### config.mk
export PLATFORM = sky130hd
export DESIGN_NAME = fct_dist_pipe
export DESIGN_NICKNAME = d
export VERILOG_FILES = /design/src/rtl/frustum_cull_test_unit_macros.svh /design/src/rtl/fct_pkg.sv /design/src/rtl/fct_dist_pipe.sv
export SDC_FILE = /design/constraint.sdc
export NUM_CORES = 2
export LEC_CHECK = 0
export ABC_AREA = 0
export BUFFER_PORTS_ARGS = -buffer_cell sky130_fd_sc_hd__buf_2
export CORE_ASPECT_RATIO = 1.25
export CORE_MARGIN = 5
export CORE_UTILIZATION = 50
export DETAILED_ROUTE_END_ITERATION = 16
export GPL_TIMING_DRIVEN = 0
export PLACE_DENSITY_LB_ADDON = 0.12
export RECOVER_POWER = 50
export SETUP_SLACK_MARGIN = 0.02
export SYNTH_ARGS = -nofsm -noshare
export SYNTH_HDL_FRONTEND = slang
export SYNTH_SLANG_ARGS = --single-unit
### constraint.sdc
create_clock -name clk -period 7.9 [get_ports clk]
set_input_delay 0.79 -clock clk [delete_from_list [all_inputs] [get_ports clk]]
set_output_delay 0.79 -clock clk [all_outputs]
set_load 0.02 [all_outputs]
### src/rtl/frustum_cull_test_unit_macros.svh
// Assertion macros shared by the frustum cull test unit.
`ifndef FRUSTUM_CULL_TEST_UNIT_MACROS_SVH
`define FRUSTUM_CULL_TEST_UNIT_MACROS_SVH

// Consequent must hold in the same cycle as the antecedent
`define FCT_ASSERT_NOW(label, ante, cons, msg) \
    label: assert property (@(posedge clk) disable iff (!rst_n) (ante) |-> (cons)) \
        else $error(msg);

// Consequent must hold in the cycle after the antecedent
`define FCT_ASSERT_NEXT(label, ante, cons, msg) \
    label: assert property (@(posedge clk) disable iff (!rst_n) (ante) |=> (cons)) \
        else $error(msg);

`endif

### src/rtl/fct_pkg.sv
// Shared constants and types for the frustum cull test unit.
package fct_pkg;

    localparam int NUM_PLANES = 4;
    localparam int NUM_VERTS  = 3;
    localparam int NUM_AXES   = 3;
    localparam int NORM_W     = 16;
    localparam int OFFS_W     = 32;
    localparam int FRAC_SHIFT = 14;

    // APB register file geometry
    localparam int APB_DW = 64;
    localparam int APB_AW = 6;

    // Register kind, selected by paddr[3]
    localparam logic KIND_NORMAL = 1'b0;
    localparam logic KIND_OFFSET = 1'b1;

    // Test kinds
    localparam logic [1:0] OP_POINT    = 2'd0;
    localparam logic [1:0] OP_SPHERE   = 2'd1;
    localparam logic [1:0] OP_TRIANGLE = 2'd2;

    // Visibility codes
    localparam logic [1:0] VIS_OUTSIDE  = 2'd0;
    localparam logic [1:0] VIS_PARTIAL  = 2'd1;
    localparam logic [1:0] VIS_INSIDE   = 2'd2;
    localparam logic [1:0] VIS_RESERVED = 2'd3;

    typedef logic [NUM_PLANES-1:0] fct_code_t;

    // Load enables for the distance pipeline stages
    typedef struct packed {
        logic s1;
        logic s2;
        logic s3;
    } fct_stage_en_t;

endpackage

### src/rtl/fct_dist_pipe.sv
// Three-stage signed plane distance: products, partial sums, final sum.
module fct_dist_pipe
    import fct_pkg::*;
#(
    parameter int COORD_BITS = 24,
    parameter int DIST_W     = 48
) (
    input  logic                         clk,
    input  fct_stage_en_t                en,
    input  logic [3*NORM_W-1:0]          normal,
    input  logic signed [OFFS_W-1:0]     offset,
    input  logic signed [COORD_BITS-1:0] px,
    input  logic signed [COORD_BITS-1:0] py,
    input  logic signed [COORD_BITS-1:0] pz,
    output logic signed [DIST_W-1:0]     dist_out
);

    localparam int PROD_W = NORM_W + COORD_BITS;

    logic signed [NORM_W-1:0] nx, ny, nz;
    logic signed [PROD_W-1:0] prod_reg [NUM_AXES];
    logic signed [PROD_W-1:0] prod_next [NUM_AXES];
    logic signed [DIST_W-1:0] pair_reg, pair_next;
    logic signed [DIST_W-1:0] rest_reg, rest_next;
    logic signed [DIST_W-1:0] dist_reg, dist_next;

    assign nx = $signed(normal[NORM_W-1:0]);
    assign ny = $signed(normal[2*NORM_W-1:NORM_W]);
    assign nz = $signed(normal[3*NORM_W-1:2*NORM_W]);

    // Stage 1: one multiplier per axis
    always_comb
    begin
        prod_next[0] = nx * px;
        prod_next[1] = ny * py;
        prod_next[2] = nz * pz;
    end

    // Stage 2: x+y, and z plus offset aligned to 14 fraction bits
    always_comb
    begin
        pair_next = DIST_W'(prod_reg[0]) + DIST_W'(prod_reg[1]);
        rest_next = DIST_W'(prod_reg[2]) + (DIST_W'(offset) <<< FRAC_SHIFT);
    end

    // Stage 3: final sum
    assign dist_next = pair_reg + rest_reg;

    always_ff @(posedge clk)
    begin
        if (en.s1)
        begin
            prod_reg <= prod_next;
        end
        if (en.s2)
        begin
            pair_reg <= pair_next;
            rest_reg <= rest_next;
        end
        if (en.s3)
        begin
            dist_reg <= dist_next;
        end
    end

    assign dist_out = dist_reg;

endmodule

Yosys cells after proc, flatten, opt, wreduce, memory -nomap -nowiden
Index checks and enable logic that the tools add are counted.
{"block": "classes", "n_addsub": 3, "mul": 3, "n_div": 0, "order_cmp": 0, "eq_ne": 0, "shifts": 0, "n_mux": 0, "bitwise": 0, "n_reduce_logical": 0}
{"cell": "$mul A16 B24 Y40", "n": 3}
{"cell": "$add A48 B48 Y48", "n": 1}
{"cell": "$add A40 B46 Y47", "n": 1}
{"cell": "$add A40 B40 Y41", "n": 1}
{"block": "totals", "ff_bits": 264, "latchBits": 0, "mem_bits_rw": 0, "rom_bits": 0, "input_bits": 156, "output_inout_bits": 48, "elab_cells": 12, "mem_count": 0}

Depth between registers and ports, before layout
{"block": "depth", "ltp_word": 1, "depth_mapped": 26, "depth_no_buf": 24}

Least setup slack after synthesis
Ideal clock, no wire load.
{"block": "synth_path", "path_type": "in2reg", "from": "in pz[14]", "to": "reg prod_reg[38] (netlist bit), data pin", "setup_time_ps": 262, "arrival_time_ps": 6716, "required_ps": 7638, "path_slack_ps": 922, "path_stages": 24, "path_buffers": 2, "cell_sequence": "clkbuf_1 nand2_1 fa_1 inv_1 fa_1 inv_1 fa_1 inv_1 fa_1 fa_1 inv_1 fa_1 inv_1 ha_1 buf_2 a211o_1 a21oi_1 nand2_1 or3_1 a31o_2 o41a_1 a41oi_1 a21oi_1 xor2_1"}
{"item": "start, declared", "line": "fct_dist_pipe.sv:14", "source": "input logic signed [COORD_BITS-1:0] pz,"}
{"item": "end signal, assigned", "line": "fct_dist_pipe.sv:53", "source": "prod_reg <= prod_next;"}
{"item": "end, declared", "line": "fct_dist_pipe.sv:21", "source": "logic signed [PROD_W-1:0] prod_reg [NUM_AXES];"}

==> impl_metrics.py <==
metrics = {
    "synth": {
        "synth_nets": 7428,
        "ys_seq_elements": 256,
        "ys_warn_count": 0,
        "synth_edf_count": 256,
        "syn_inst": 5734,
        "synth_area_mm2": 0.05470,
        "synth_top_area_cell": "fa_1",
        "synth.avg_cell_area_um2": 9.540,
        "synth.top_cells.by_count": "inv_1, fa_1, nand2_1, and2_1, ha_1",
        "netlist_top_cells_area": "fa_1, edfxtp_1, ha_1",
        "synth_ff_type": "edfxtp_1",
        "yosys.cell_count.top_type": "inv_1",
        "synthDistinctLibCells": 83,
        "async_reset_ff_frac": 0,
        "synth-seq-area-share": 0.1405,
        "synth_top_area_share": 0.4117,
    },
    "outcome": {
        "violations": "max-capacitance violations, max-slew violations",
        "outcome": "complete, but fails checks",
    },
    "sta": {
        "finalCritPeriodShare": 0.9685,
        "rsz0062_at_grt": "true",
        "setup-violations-final": 0,
        "fin_crit_ns": 7.651,
        "fin_worst_skew_ns": 0.02351,
        "slew-limit-headroom": -2.227,
        "finalHoldViolCount": 0,
        "finalMaxSlewViolations": 263,
        "max_freq_mhz": 130.7,
        "whs_ns": 0.4200,
        "tightest_slew_ns": 4.840,
    },
    "die": {
        "die_y_um": 379.8,
        "ioPinCount": 204,
        "die_x_um": 305.8,
        "start_util": 0.5044,
        "core_mm2": 0.1084,
        "die_area_mm2": 0.1162,
        "rows": 135,
    },
    "setup_path": {
        "path_max_fanout": 10,
        "cp-start-kind": "primary input",
        "cp-end-kind": "flop",
        "worstPathArrival_ns": 7.95,
        "cp.required_ns": 8.20,
        "crit_type": "in2reg",
    },
    "clocking": {
        "worstSkewPairLatency_ns": 0.56,
        "clock_sinks": 256,
        "htree_num_levels": 1,
        "clockRootBuffer": "clkbuf_16",
        "cts_tree": "yes",
        "cts_buffer_depth": 3,
        "cts_setup_buffers": 0,
        "path_clk_slew_ns": 0.06,
        "numCtsBuffers": 26,
    },
    "detailed_routing": {
        "first_iter_violations": 2226,
        "via_count": 39550,
        "drcViolationCount": 0,
        "wl_per_cell_um": 20.70,
        "drt-vias-per-instance": 5.328,
        "antenna_left": 0,
        "dr.pass1.iters": 5,
        "routed_wl_um": 153700,
    },
    "placed_design": {
        "port_buffers": 203,
        "place_congestion": 0.9441,
        "dp_hpwl_um": 133300,
    },
    "grt": {
        "grt_pass1_wl_um": 246700,
        "antenna_found_initial": 12,
        "first_global_vias": 43600,
        "grt-ovfl-total": 0,
        "grt_max_degree": 91,
        "grtUsageTotal": 0.2715,
    },
    "final_layout": {
        "largest_reg_flops": 120,
        "drive_gt1_frac": 0.05267,
        "nets": 7655,
        "num-fill-cells": 10190,
        "syn_to_final_growth_pct": 7.176,
    },
    "hold_path": {
        "hold_path.class": "reg2reg",
    },
    "run": {
        "maxCapViolCount": 5,
    },
}
-- cell usage in the layout, fill, tap and decap left out, types with 11 or more instances in the layout --
master,instances
a31oi_1,22
clkbuf_1,148
xnor2_1,168
nand3_1,44
and3_1,23
a211oi_1,18
a21o_1,101
inv_1,1332
nor3_1,32
nor2_1,161
ha_1,413
nand2_1,734
nor2b_1,28
edfxtp_1,256
o21ai_0,105
o21a_1,28
clkbuf_2,37
nand2b_1,40
fa_1,1125
buf_2,200
a21oi_1,188
nand4_1,18
xor2_1,61
and2_1,449
clkbuf_16,26
bufinv_16,11
o21bai_1,28
-- worst max-delay path: stages --
cell and delay (ns):
buf_2 0.25, clkbuf_1 0.51, nand2_1 0.16, fa_1 0.56
inv_1 0.05, fa_1 0.47, inv_1 0.06, fa_1 0.49
inv_1 0.05, fa_1 0.50, fa_1 0.50, inv_1 0.05
fa_1 0.48, inv_1 0.04, ha_1 0.26, buf_2 0.18
a211o_1 0.30, a21oi_1 0.24, nand2_1 0.08, or3_1 0.46
a31o_2 0.32, o41a_1 0.35, a41oi_1 0.29, a21oi_1 0.12
xor2_1 0.37
-- cell type report --
type,instances,area (um2),area share
plain buffers,180,723.2,0.01234
inverters,1333,5004,0.08535
clock inverters,20,405.4,0.006915
flip-flops and latches,256,7687,0.1311
diodes,4,10.01,0.0001707
clock buffers,28,658.1,0.01123
multi-input cells,3959,41320,0.7048
well taps,1438,1799,0.03069
repair buffers,205,1018,0.01737
-- path summary, 6_finish.rpt --
kind | startpoint | endpoint | slack (ns) | cells past startpoint
worst max register to register | pair_reg[0] | dist_out[44] | 4.00 | 13
worst min register to register | prod_reg[12] | rest_reg[12] | 0.42 | 0
worst min-delay path | prod_reg[12] | rest_reg[12] | 0.42 | 0
worst max-delay path | pz[11] | prod_reg[38] | 0.25 | 25
-- metal layers --
layer	global-route usage	vias to the layer above	part of all wire
met2	0.4892	1121	0.51
met3	0.03297	328	0.055
li1	-	17930	-
met5	0	-	0.00035
met4	0.1039	10	0.048
met1	0.3331	20170	0.38
-- through the flow --
step	util	area (um2)	instances	TNS [ns]	worst slack, ns
finish	0.5406	58630	7423	0	0.2487
global route	0.5405	58620	7419	-0.006112	-0.006112
global placement	0.5304	57520	7375	-3.762	-0.7900
floorplan	-	54700	5734	0	0.9221
detailed placement	0.5310	57580	7377	-3.366	-0.7723
CTS	0.5409	58650	7425	0	0.04827
-- cell families after synthesis --
kind of cell | count (synthesis) | synth area share
and+or+nand+nor | 1575 | 0.1383
adders and majority gates | 1538 | 0.5062
buffers and inverters | 1519 | 0.1043
AOI/OAI and AO/OA | 613 | 0.07329
DFF | 256 | 0.1405
xor gates and xnor gates | 230 | 0.03683
muxes | 3 | 0.0005490
-- repair_timing --
action / 4_1_cts / 5_1_grt
setup endpoints to repair: 2 / 6
pin swaps: 0 / 0
hold buffers: 0 / 0
gates resized for setup: 3 / 72
endpoints found under the hold margin: 0 / 0
Power is left out: the tool's default activity adds up to more than one toggle a clock period on the data nets, which glitch-free logic cannot reach.
